$ cat config.mk
export PLATFORM = sky130hd
export DESIGN_NAME = shortest_job_first_scheduler
export DESIGN_NICKNAME = d
export VERILOG_FILES = /design/src/hdl/sjf_pkg.sv /design/src/hdl/sjf_cell.sv /design/src/hdl/shortest_job_first_scheduler.sv
export SDC_FILE = /design/constraint.sdc
export NUM_CORES = 2
export LEC_CHECK = 0
export ABC_AREA = 1
export BUFFER_PORTS_ARGS = -buffer_cell sky130_fd_sc_hd__buf_2
export CORE_MARGIN = 3
export CORE_UTILIZATION = 45
export CTS_BUF_LIST = sky130_fd_sc_hd__clkbuf_16
export DETAILED_ROUTE_END_ITERATION = 8
export GPL_TIMING_DRIVEN = 0
export HOLD_SLACK_MARGIN = 0.06
export RECOVER_POWER = 50
export SYNTH_ARGS = -nofsm -noshare
export SYNTH_HDL_FRONTEND = slang
export SYNTH_SLANG_ARGS = --single-unit
$ cat constraint.sdc
create_clock -name clk -period 5.55 [get_ports clk]
set_input_delay 0.555 -clock clk [delete_from_list [all_inputs] [get_ports clk]]
set_output_delay 0.555 -clock clk [all_outputs]
set_load 0.005 [all_outputs]
$ cat src/hdl/sjf_pkg.sv
// ----------------------------------------------------------------------------
// sjf_pkg
// shared types and constants of the shortest-job-first scheduler
// ----------------------------------------------------------------------------
package sjf_pkg;

    localparam int QUEUE_DEPTH_DEF = 16;

    localparam logic [15:0] STOP_TIME_RST = 16'd100;
    localparam logic [15:0] TIME_MAX      = 16'hFFFF;

    // input command codes
    localparam logic CMD_ARRIVE = 1'b0;
    localparam logic CMD_TICK   = 1'b1;

    // result kind codes
    localparam logic [2:0] KIND_STORED    = 3'd0;
    localparam logic [2:0] KIND_FULL      = 3'd1;
    localparam logic [2:0] KIND_RUNNING   = 3'd2;
    localparam logic [2:0] KIND_COMPLETED = 3'd3;
    localparam logic [2:0] KIND_IDLE      = 3'd4;
    localparam logic [2:0] KIND_HALTED    = 3'd5;

    // one stored job
    typedef struct packed {
        logic [7:0]  id;
        logic [15:0] arrival;
        logic [15:0] need;
    } entry_t;

    // best candidate seen so far, handed from cell to cell
    typedef struct packed {
        logic        found;
        logic [15:0] need;
        logic [7:0]  id;
    } wave_t;

    // store update strobes shared by all cells
    typedef struct packed {
        logic append;
        logic remove;
    } cell_ctl_t;

    // one result item
    typedef struct packed {
        logic [2:0]  kind;
        logic [7:0]  job;
        logic [15:0] start_stamp;
        logic [15:0] end_stamp;
        logic [15:0] now;
    } result_t;

endpackage

$ cat src/hdl/sjf_cell.sv
// ----------------------------------------------------------------------------
// sjf_cell
// one slot of the ready store plus one step of the min-run-time search
// ----------------------------------------------------------------------------
module sjf_cell #(
    parameter int QUEUE_DEPTH = sjf_pkg::QUEUE_DEPTH_DEF,
    parameter int INDEX       = 0,
    localparam int IDX_W      = $clog2(QUEUE_DEPTH),
    localparam int CNT_W      = $clog2(QUEUE_DEPTH + 1)
) (
    input  logic               clk,
    input  logic               rst_n,
    input  sjf_pkg::cell_ctl_t ctl,
    input  logic [CNT_W-1:0]   count,
    input  logic [IDX_W-1:0]   remove_idx,
    input  logic [15:0]        now,
    input  sjf_pkg::entry_t    append_entry,
    input  sjf_pkg::entry_t    upper_entry,
    input  sjf_pkg::wave_t     prev_wave,
    input  logic [IDX_W-1:0]   prev_idx,
    output sjf_pkg::entry_t    entry,
    output sjf_pkg::wave_t     wave,
    output logic [IDX_W-1:0]   wave_idx
);

    sjf_pkg::entry_t  entry_reg;
    sjf_pkg::wave_t   wave_reg;
    logic [IDX_W-1:0] wave_idx_reg;
    logic             occupied;
    logic             better;

    assign occupied = CNT_W'(INDEX) < count;
    // strict less-than keeps the earlier stored job on ties
    assign better   = occupied && (entry_reg.arrival <= now)
                      && (!prev_wave.found || (entry_reg.need < prev_wave.need));

    // store: compact on removal, fill at the tail on append
    always_ff @(posedge clk)
    begin
        if (ctl.remove && (IDX_W'(INDEX) >= remove_idx))
        begin
            entry_reg <= upper_entry;
        end
        else if (ctl.append && (CNT_W'(INDEX) == count))
        begin
            entry_reg <= append_entry;
        end
    end

    // search wavefront
    always_ff @(posedge clk or negedge rst_n)
    begin
        if (!rst_n)
        begin
            wave_reg     <= '0;
            wave_idx_reg <= '0;
        end
        else if (better)
        begin
            wave_reg     <= '{found: 1'b1, need: entry_reg.need, id: entry_reg.id};
            wave_idx_reg <= IDX_W'(INDEX);
        end
        else
        begin
            wave_reg     <= prev_wave;
            wave_idx_reg <= prev_idx;
        end
    end

    assign entry    = entry_reg;
    assign wave     = wave_reg;
    assign wave_idx = wave_idx_reg;

endmodule

$ cat src/hdl/shortest_job_first_scheduler.sv
// ----------------------------------------------------------------------------
// shortest_job_first_scheduler
// non-preemptive shortest-job-first scheduler built on a chain of store cells
// ----------------------------------------------------------------------------
//
//  channel  signals                           direction  content
//  -------  --------------------------------  ---------  --------------------------
//  s_*      s_tvalid s_tready s_tdata s_tuser  in         command, job id/arrival/run
//  m_*      m_tvalid m_tready m_tdata m_tuser  out        kind, job, stamps, now
//  cfg_*    cfg_valid cfg_ready cfg_data       in         stop_time register write
//
//  an arrive, a halted tick and a tick with a running job finish in ST_DECIDE
//  a tick with no running job starts a search that walks the cell chain
//    through ST_SEARCH, led by the one-cell-per-cycle search wavefront
//  the next item is taken while a finished result still waits on m_*
//  reset clears time, the active job and the fill count; cell contents are
//    never read beyond the fill count so they need no clearing
//  stop_time resets to 100; cfg_ready is always high
//
module shortest_job_first_scheduler #(
    parameter int QUEUE_DEPTH = sjf_pkg::QUEUE_DEPTH_DEF,
    localparam int IDX_W      = $clog2(QUEUE_DEPTH),
    localparam int CNT_W      = $clog2(QUEUE_DEPTH + 1)
) (
    input  logic        clk,
    input  logic        rst_n,
    // input item stream
    input  logic        s_tvalid,
    output logic        s_tready,
    input  logic [39:0] s_tdata,   // job_id[7:0], arrive_time[23:8], job_run_time[39:24]
    input  logic [0:0]  s_tuser,   // command[0]
    // result stream
    output logic        m_tvalid,
    input  logic        m_tready,
    output logic [55:0] m_tdata,   // out_job[7:0], start_stamp[23:8], end_stamp[39:24],
                                   // now[55:40]
    output logic [2:0]  m_tuser,   // kind[2:0]
    // configuration write
    input  logic        cfg_valid,
    output logic        cfg_ready,
    input  logic [15:0] cfg_data   // stop_time
);

    typedef enum logic [1:0] {
        ST_IDLE,
        ST_DECIDE,
        ST_SEARCH,
        ST_EMIT
    } state_t;

    state_t state_reg;

    // accepted item
    logic        cmd_reg;
    logic [7:0]  jid_reg;
    logic [15:0] arr_reg;
    logic [15:0] run_reg;

    // scheduler state
    logic [CNT_W-1:0] count_reg;
    logic             active_valid_reg;
    logic [7:0]       active_job_reg;
    logic [15:0]      active_need_reg;
    logic [15:0]      active_done_reg;
    logic [15:0]      active_start_reg;
    logic [15:0]      time_now_reg;
    logic [15:0]      stop_time_reg;
    logic [IDX_W-1:0] search_cnt_reg;

    // output register and its overflow holding slot
    logic              m_tvalid_reg;
    sjf_pkg::result_t  out_reg;
    sjf_pkg::result_t  hold_reg;

    // cell chain wiring
    sjf_pkg::entry_t  entry_arr [QUEUE_DEPTH];
    sjf_pkg::wave_t   wave_arr  [QUEUE_DEPTH];
    logic [IDX_W-1:0] widx_arr  [QUEUE_DEPTH];
    sjf_pkg::cell_ctl_t cell_ctl;
    sjf_pkg::entry_t    append_entry;
    sjf_pkg::wave_t     tail_wave;
    logic [IDX_W-1:0]   tail_idx;

    // decision logic
    sjf_pkg::result_t res_d;
    logic             fin;
    logic             out_free;
    logic             go_search;
    logic             pick;
    logic             run_active;
    logic             advance;
    logic             store_full;
    logic [15:0]      done_inc;
    logic             active_cmpl;
    logic             pick_cmpl;

    assign s_tready  = (state_reg == ST_IDLE);
    assign cfg_ready = 1'b1;
    assign m_tvalid  = m_tvalid_reg;
    assign m_tuser   = out_reg.kind;
    assign m_tdata   = {out_reg.now, out_reg.end_stamp, out_reg.start_stamp, out_reg.job};

    assign out_free   = !m_tvalid_reg || m_tready;
    assign store_full = (count_reg >= CNT_W'(QUEUE_DEPTH));
    assign tail_wave  = wave_arr[QUEUE_DEPTH-1];
    assign tail_idx   = widx_arr[QUEUE_DEPTH-1];
    assign done_inc   = active_done_reg + 16'd1;
    assign active_cmpl = (done_inc >= active_need_reg);
    // a freshly picked job completes at once when it needs a single unit
    assign pick_cmpl  = (tail_wave.need == 16'd1);

    // zero run time is stored as one unit
    assign append_entry = '{id: jid_reg, arrival: arr_reg,
                            need: (run_reg == 16'd0) ? 16'd1 : run_reg};

    assign cell_ctl.append = (state_reg == ST_DECIDE) && (cmd_reg == sjf_pkg::CMD_ARRIVE)
                             && !store_full;
    assign cell_ctl.remove = pick;

    // ------------------------------------------------------------------------
    // cell chain: cell 0 starts the search with no candidate, each cell
    // passes its best to the next one up, the top cell gives the answer
    // ------------------------------------------------------------------------
    genvar gi;
    generate
        for (gi = 0; gi < QUEUE_DEPTH; gi++)
        begin : g_cell
            sjf_pkg::wave_t   prev_wave;
            logic [IDX_W-1:0] prev_idx;
            sjf_pkg::entry_t  upper_entry;

            if (gi == 0)
            begin : g_first
                assign prev_wave = '0;
                assign prev_idx  = '0;
            end
            else
            begin : g_rest
                assign prev_wave = wave_arr[gi-1];
                assign prev_idx  = widx_arr[gi-1];
            end

            // top cell has nothing above; its content is dropped by the count
            if (gi == QUEUE_DEPTH - 1)
            begin : g_top
                assign upper_entry = entry_arr[gi];
            end
            else
            begin : g_inner
                assign upper_entry = entry_arr[gi+1];
            end

            sjf_cell #(
                .QUEUE_DEPTH (QUEUE_DEPTH),
                .INDEX       (gi)
            ) u_cell (
                .clk          (clk),
                .rst_n        (rst_n),
                .ctl          (cell_ctl),
                .count        (count_reg),
                .remove_idx   (tail_idx),
                .now          (time_now_reg),
                .append_entry (append_entry),
                .upper_entry  (upper_entry),
                .prev_wave    (prev_wave),
                .prev_idx     (prev_idx),
                .entry        (entry_arr[gi]),
                .wave         (wave_arr[gi]),
                .wave_idx     (widx_arr[gi])
            );
        end
    endgenerate

    // ------------------------------------------------------------------------
    // decision for the item in hand
    // ------------------------------------------------------------------------
    always_comb
    begin
        res_d      = '0;
        res_d.now  = time_now_reg;
        fin        = 1'b0;
        go_search  = 1'b0;
        pick       = 1'b0;
        run_active = 1'b0;
        advance    = 1'b0;
        case (state_reg)
            ST_DECIDE:
            begin
                if (cmd_reg == sjf_pkg::CMD_ARRIVE)
                begin
                    fin        = 1'b1;
                    res_d.kind = store_full ? sjf_pkg::KIND_FULL : sjf_pkg::KIND_STORED;
                    res_d.job  = jid_reg;
                end
                else if ((time_now_reg >= stop_time_reg) && !active_valid_reg)
                begin
                    fin        = 1'b1;
                    res_d.kind = sjf_pkg::KIND_HALTED;
                end
                else if (active_valid_reg)
                begin
                    fin        = 1'b1;
                    run_active = 1'b1;
                    advance    = 1'b1;
                    res_d.job  = active_job_reg;
                    if (active_cmpl)
                    begin
                        res_d.kind        = sjf_pkg::KIND_COMPLETED;
                        res_d.start_stamp = active_start_reg;
                        res_d.end_stamp   = time_now_reg;
                    end
                    else
                    begin
                        res_d.kind = sjf_pkg::KIND_RUNNING;
                    end
                end
                else
                begin
                    go_search = 1'b1;
                end
            end
            ST_SEARCH:
            begin
                if (search_cnt_reg == IDX_W'(QUEUE_DEPTH - 1))
                begin
                    fin     = 1'b1;
                    advance = 1'b1;
                    if (tail_wave.found)
                    begin
                        pick      = 1'b1;
                        res_d.job = tail_wave.id;
                        if (pick_cmpl)
                        begin
                            res_d.kind        = sjf_pkg::KIND_COMPLETED;
                            res_d.start_stamp = time_now_reg;
                            res_d.end_stamp   = time_now_reg;
                        end
                        else
                        begin
                            res_d.kind = sjf_pkg::KIND_RUNNING;
                        end
                    end
                    else
                    begin
                        res_d.kind = sjf_pkg::KIND_IDLE;
                    end
                end
            end
            default:
            begin
                fin = 1'b0;
            end
        endcase
    end

    // ------------------------------------------------------------------------
    // state, scheduler registers and registered outputs
    // ------------------------------------------------------------------------
    always_ff @(posedge clk or negedge rst_n)
    begin
        if (!rst_n)
        begin
            state_reg        <= ST_IDLE;
            count_reg        <= '0;
            active_valid_reg <= 1'b0;
            active_job_reg   <= '0;
            active_need_reg  <= '0;
            active_done_reg  <= '0;
            active_start_reg <= '0;
            time_now_reg     <= '0;
            stop_time_reg    <= sjf_pkg::STOP_TIME_RST;
            search_cnt_reg   <= '0;
            m_tvalid_reg     <= 1'b0;
        end
        else
        begin
            if (cfg_valid)
            begin
                stop_time_reg <= cfg_data;
            end

            // load a finished or parked result, else drop one taken downstream
            if ((fin || (state_reg == ST_EMIT)) && out_free)
            begin
                m_tvalid_reg <= 1'b1;
            end
            else if (m_tvalid_reg && m_tready)
            begin
                m_tvalid_reg <= 1'b0;
            end

            if (cell_ctl.append)
            begin
                count_reg <= count_reg + CNT_W'(1);
            end

            if (run_active)
            begin
                active_done_reg <= done_inc;
                if (active_cmpl)
                begin
                    active_valid_reg <= 1'b0;
                end
            end

            if (pick)
            begin
                count_reg        <= count_reg - CNT_W'(1);
                active_valid_reg <= !pick_cmpl;
                active_job_reg   <= tail_wave.id;
                active_need_reg  <= tail_wave.need;
                active_done_reg  <= 16'd1;
                active_start_reg <= time_now_reg;
            end

            // time saturates at its maximum
            if (advance && (time_now_reg != sjf_pkg::TIME_MAX))
            begin
                time_now_reg <= time_now_reg + 16'd1;
            end

            case (state_reg)
                ST_IDLE:
                begin
                    if (s_tvalid)
                    begin
                        state_reg <= ST_DECIDE;
                    end
                end
                ST_DECIDE:
                begin
                    if (go_search)
                    begin
                        search_cnt_reg <= '0;
                        state_reg      <= ST_SEARCH;
                    end
                end
                ST_SEARCH:
                begin
                    search_cnt_reg <= search_cnt_reg + IDX_W'(1);
                end
                ST_EMIT:
                begin
                    if (out_free)
                    begin
                        state_reg <= ST_IDLE;
                    end
                end
                default:
                begin
                    state_reg <= ST_IDLE;
                end
            endcase

            // finished item goes straight out, or parks until the output frees
            if (fin)
            begin
                if (out_free)
                begin
                    state_reg <= ST_IDLE;
                end
                else
                begin
                    state_reg <= ST_EMIT;
                end
            end
        end
    end

    // payload registers
    always_ff @(posedge clk)
    begin
        if (s_tvalid && s_tready)
        begin
            cmd_reg <= s_tuser[0];
            jid_reg <= s_tdata[7:0];
            arr_reg <= s_tdata[23:8];
            run_reg <= s_tdata[39:24];
        end
        if (fin && out_free)
        begin
            out_reg <= res_d;
        end
        else if (fin)
        begin
            hold_reg <= res_d;
        end
        else if ((state_reg == ST_EMIT) && out_free)
        begin
            out_reg <= hold_reg;
        end
    end

`ifndef SYNTHESIS
    // fill count never passes the store size
    assert property (@(posedge clk) disable iff (!rst_n)
        count_reg <= CNT_W'(QUEUE_DEPTH))
        else $error("ready count above store size");

    // a parked result only waits behind a result still on the port
    assert property (@(posedge clk) disable iff (!rst_n)
        (state_reg == ST_EMIT) |-> m_tvalid_reg)
        else $error("parked result with free output");

    // picking a job removes exactly one stored entry
    assert property (@(posedge clk) disable iff (!rst_n)
        pick |=> ($past(count_reg) == count_reg + CNT_W'(1)))
        else $error("pick did not shrink the store by one");

    // a running job has units left to execute
    assert property (@(posedge clk) disable iff (!rst_n)
        active_valid_reg |-> (active_done_reg < active_need_reg))
        else $error("active job past its run time");

    // a search only starts with no job running
    assert property (@(posedge clk) disable iff (!rst_n)
        (state_reg == ST_SEARCH) |-> !active_valid_reg)
        else $error("search while a job is active");
`endif

endmodule
==> tab_implementation.tex <==
\begin{tabular}{lr}
\hline
Metric & Value \\
\hline
\multicolumn{2}{l}{\textbf{Logic synthesis}} \\
Distinct cells, synth & 54 \\
Post-Syn Nets & 7,000 \\
Syn. warnings & 0 \\
Asr flop ratio synth & 0.4077 \\
Cell area after synthesis & 66,020 um2 \\
\#FFs+latches synth & $\sim$1,300 \\
Cell count after synthesis & between 6,000 and 7,000 \\
Yosys top cell by area & sky130\_fd\_sc\_hd\_\_edfxtp\_1 \\
Avg Inst Size Synth & 10.30 um2 \\
Area share of the largest cell type after synthesis & 0.3634 \\
Sequential element share of the synthesized area & 0.5719 \\
Cell types with the largest area share after synthesis & sky130\_fd\_sc\_hd\_\_edfxtp\_1 36\%, sky130\_fd\_sc\_hd\_\_dfrtp\_1 21\%, sky130\_fd\_sc\_hd\_\_ha\_1 9.9\%, sky130\_fd\_sc\_hd\_\_nand2\_1 8.3\%, sky130\_fd\_sc\_hd\_\_o21ai\_0 4.7\% \\
Top\_reg\_cell synth & sky130\_fd\_sc\_hd\_\_edfxtp\_1 \\
EDFF count, synth & 799 \\
\multicolumn{2}{l}{\textbf{Setup path}} \\
Worst setup EP type & flip-flop \\
Sort of element at the start of the critical path & flip-flop \\
Slowest cell on the critical path & sky130\_fd\_sc\_hd\_\_o21ai\_0 \\
Reg2Reg Depth & 12 \\
Worst setup slack for register-to-register paths & 0.62 ns \\
Crit path largest cell delay & 0.64 ns \\
Signal arrival time at the worst endpoint & 5.39 ns \\
Crit path buf inv count & 7 \\
Worst reg2reg endpoint & g\_cell[14].u\_cell.entry[15] \\
RR Startpoint & state\_reg[0] \\
CP required & 6.01 ns \\
Largest delay contributor family on the critical path & buffers and inverters \\
Series of cell instances along the critical path & inv\_1 -> ha\_1 -> inv\_1 -> nor2\_1 -> nand2\_1 -> inv\_1 -> clkbuf\_1 -> o21ai\_0 -> clkbuf\_1 -> clkbuf\_1 -> o21ai\_4 -> buf\_12 \\
Maximum fanout count along the critical path & 24 \\
Type of the setup path with the least slack & flip-flop to flip-flop \\
\multicolumn{2}{l}{\textbf{Timing}} \\
Remaining max-slew budget at the tightest pin & -0.7976 \\
Top achievable clock speed & 202.7 MHz \\
Count of pins over their slew limit & 211 \\
Unrepaired setup endpoints after global routing & false \\
Period Utilization, post-route & 0.8887 \\
Worst setup skew after layout & 0.03197 ns \\
Final setup vio count & 0 \\
Tmin final & 4.933 ns \\
Transition time at the pin with the least slew margin & 2.696 ns \\
Final Hold Vio Count & 0 \\
\multicolumn{2}{l}{\textbf{Clock tree}} \\
Root cell of the clock tree & sky130\_fd\_sc\_hd\_\_clkbuf\_16 \\
Clock tree from TritonCTS & built \\
Clock transition at the registers of the reported paths & 0.06 ns \\
Post-CTS Setup Bufs & 0 \\
Longest Clk Path Bufs & 3 \\
CTS Sinks & 1,349 \\
CTS H-Tree Depth & 4 \\
Worst-Skew Late Latency & 0.79 ns \\
Post-CTS sizing & 0 \\
Number of buffers inserted during clock tree synthesis & 145 \\
\multicolumn{2}{l}{\textbf{Final layout}} \\
Net count, final & 7,356 \\
Post-route non-filler standard cell count & 8,798 \\
Number of flip-flops in the largest register & 640 \\
Synth-to-Final Area Change & 13.19\% \\
Final-layout fill cell count & 13,008 \\
Fraction of final layout cells with drive strength greater than 1 & 0.09068 \\
Final core utilization & 0.5165 \\
\multicolumn{2}{l}{\textbf{Global route}} \\
Via count of the first global-routing pass & between 40,000 and 50,000 \\
Number of antenna violations at the first check in global routing & 3 \\
Total gr overflow & 0 \\
Global-route wire length before repair & 279,000 um \\
Pin count of the biggest net entering global routing & around 110 \\
Total global routing track utilization & 0.2397 \\
\multicolumn{2}{l}{\textbf{Die}} \\
Starting density of the core & 0.4563 \\
Number of I/O pins & approximately 120 \\
Die width & 389.0 um \\
Core Rows & 139 \\
Placeable core region & about 140,000 um2 \\
Die area & 151,400 um2 \\
Height of the die & 389.0 um \\
\multicolumn{2}{l}{\textbf{Placed design}} \\
Number of cells in the design after placement & 8,466 \\
Half-perimeter wire length after detailed placement & 135,000 um \\
Placer Congestion & $\sim$0.89 \\
Input/output buffers & 122 \\
\multicolumn{2}{l}{\textbf{Detailed routing}} \\
Number of optimization iterations in the first detailed-route pass & 6 \\
Residual antenna-violating net count after detailed routing & 0 \\
Routed length per instance & 20.60 um \\
Via density per instance & 5.306 \\
Routed Wire Length & 181,200 um \\
Initial drt markers & 3,625 \\
Number of remaining DRC errors & 0 \\
Number of vias after detailed routing & roughly 47,000 \\
\multicolumn{2}{l}{\textbf{Min path}} \\
Worst Hold Endpoint & m\_tvalid \\
Source of the worst hold timing path & m\_tready \\
Hold WC Path Type & input port to flip-flop \\
Number of cells traversed by the worst hold path & 4 \\
\multicolumn{2}{l}{\textbf{Job}} \\
Number of max-cap violations & 5 \\
\multicolumn{2}{l}{\textbf{Run status}} \\
Run status & complete, but fails checks \\
Violations in the final reports & max-capacitance violations, max-slew violations \\
\multicolumn{2}{l}{\textbf{Power}} \\
Reported leakage power & 32.77 nW \\
Worst voltage drop across the vdd grid & 367.7 uV \\
Total power per unit cell area & $\sim$400 nW/um2 \\
\hline
\end{tabular}
-- power breakdown --
| part | internal (mW) | total (mW) | switching [mW] |
|---|---|---|---|
| logic | 2.28 | 6.72 | 4.43 |
| registers | 12.7 | 13.7 | 0.972 |
| clock network | 5.32 | 9.53 | 4.21 |
-- per-stage QoR --
stage	cell area [um2]	setup WS [ns]	hold WS (ns)	power, mW	setup TNS (ns)
2_1_floorplan	66020	0.3846	0.2594	17.93	0
3_3_place_gp	69010	-8.313	0.4110	20.31	-5590.21
3_5_place_dp	69800	1.000	0.4187	20.56	0
4_1_cts	75040	0.9333	0.1100	30.17	0
5_1_grt	74730	0.5203	0.1835	31.66	0
6_report	74730	0.6175	0.1660	29.96	0
-- cell type report --
cell class                 count  area (um2)  area share
sequential                  1349       37760      0.5053
multi-input combinational   4061       24340      0.3257
clock buffer                 148        3704     0.04956
inverter                     728        2733     0.03657
tap                         1903        2381     0.03186
timing repair buffer         209        1694     0.02267
buffer                       275        1161     0.01554
clock inverter               122       952.2     0.01274
antenna                        3       7.507   0.0001005
-- worst max path at each step --
stage                      from                     endpoint  slack (ns)  cells past startpoint
3_5_place_dp   time_now_reg[11]   g_cell[14].u_cell.wave[21]        1.00                     10
6_report           state_reg[0]  g_cell[14].u_cell.entry[15]        0.62                     12
4_1_cts        time_now_reg[11]   g_cell[14].u_cell.wave[19]        0.93                      9
3_3_place_gp              rst_n    g_cell[0].u_cell.wave[18]       -8.31                      1
5_1_grt            state_reg[0]  g_cell[14].u_cell.entry[14]        0.52                     12
2_1_floorplan   time_now_reg[0]                   m_tdata[0]        0.38                     15
-- kinds of logic after synthesis --
kind of cell,count (synthesis),share of synthesized area
fa+ha+maj,525,0.09949
mux,260,0.04491
other cells,1,0.00005680
buf+inv,1003,0.06060
simple gates,2099,0.1286
flops,1349,0.5719
xor+xnor,29,0.003847
compound gates,1147,0.09059
-- per-layer routing --
metal / global-route usage / vias to the layer above / routed length (um)
li1: - / 22379 / -
met1: 0.3320 / 22700 / 80780
met2: 0.3904 / 1340 / 85110
met3: 0.03269 / 267 / 9724
met4: 0.07899 / 0 / 5603
met5: 0 / - / 0
-- layout by cell type, fill, tap and decap left out, drive strengths merged, types with 3 or more instances in the layout --
cell            n
a21boi          8
a21oi         407
a221oi          5
and2           12
buf           161
bufinv          9
clkbuf        412
clkinv         65
clkinvlp        6
dfrtp         547
dfstp           3
diode           3
dlygate4sd3    59
edfxtp        799
ha            525
inv           770
mux2          260
nand2        1458
nand3         242
nand4          30
nor2          300
nor3           29
nor4            7
o211ai         10
o21a            4
o21ai         684
o22ai          16
or2            20
xor2           29
-- synth_stat cells, types with 6 or more instances --
master,instances
sky130_fd_sc_hd__nand2_1,1452
sky130_fd_sc_hd__edfxtp_1,799
sky130_fd_sc_hd__inv_1,720
sky130_fd_sc_hd__o21ai_0,624
sky130_fd_sc_hd__dfrtp_1,547
sky130_fd_sc_hd__ha_1,525
sky130_fd_sc_hd__a21oi_1,400
sky130_fd_sc_hd__nor2_1,288
sky130_fd_sc_hd__nand3_1,241
sky130_fd_sc_hd__mux2_2,204
sky130_fd_sc_hd__clkbuf_1,171
sky130_fd_sc_hd__buf_2,69
sky130_fd_sc_hd__mux2_1,46
sky130_fd_sc_hd__o21ai_1,42
sky130_fd_sc_hd__nand4_1,30
sky130_fd_sc_hd__xor2_1,29
sky130_fd_sc_hd__nor3_1,27
sky130_fd_sc_hd__or2_2,20
sky130_fd_sc_hd__o21ai_2,18
sky130_fd_sc_hd__o22ai_1,16
sky130_fd_sc_hd__buf_6,15
sky130_fd_sc_hd__and2_1,12
sky130_fd_sc_hd__buf_1,10
sky130_fd_sc_hd__buf_4,10
sky130_fd_sc_hd__mux2_4,10
sky130_fd_sc_hd__o211ai_1,10
sky130_fd_sc_hd__nor2_2,7
sky130_fd_sc_hd__a21oi_2,6
sky130_fd_sc_hd__nor4_1,6
-- worst min-delay path: cells and delay by family --
family | cells | cell delay [ns]
buffers and inverters | 2 | 0.17
and+or+nand+nor | 2 | 0.17
-- what timing repair did --
| action | in CTS | in global routing |
|---|---|---|
| hold buffers | 59 | 0 |
| setup endpoints to repair | 0 | 0 |
| endpoints found under the hold margin | 100 | 0 |
(Power assumes the default switching activity.)
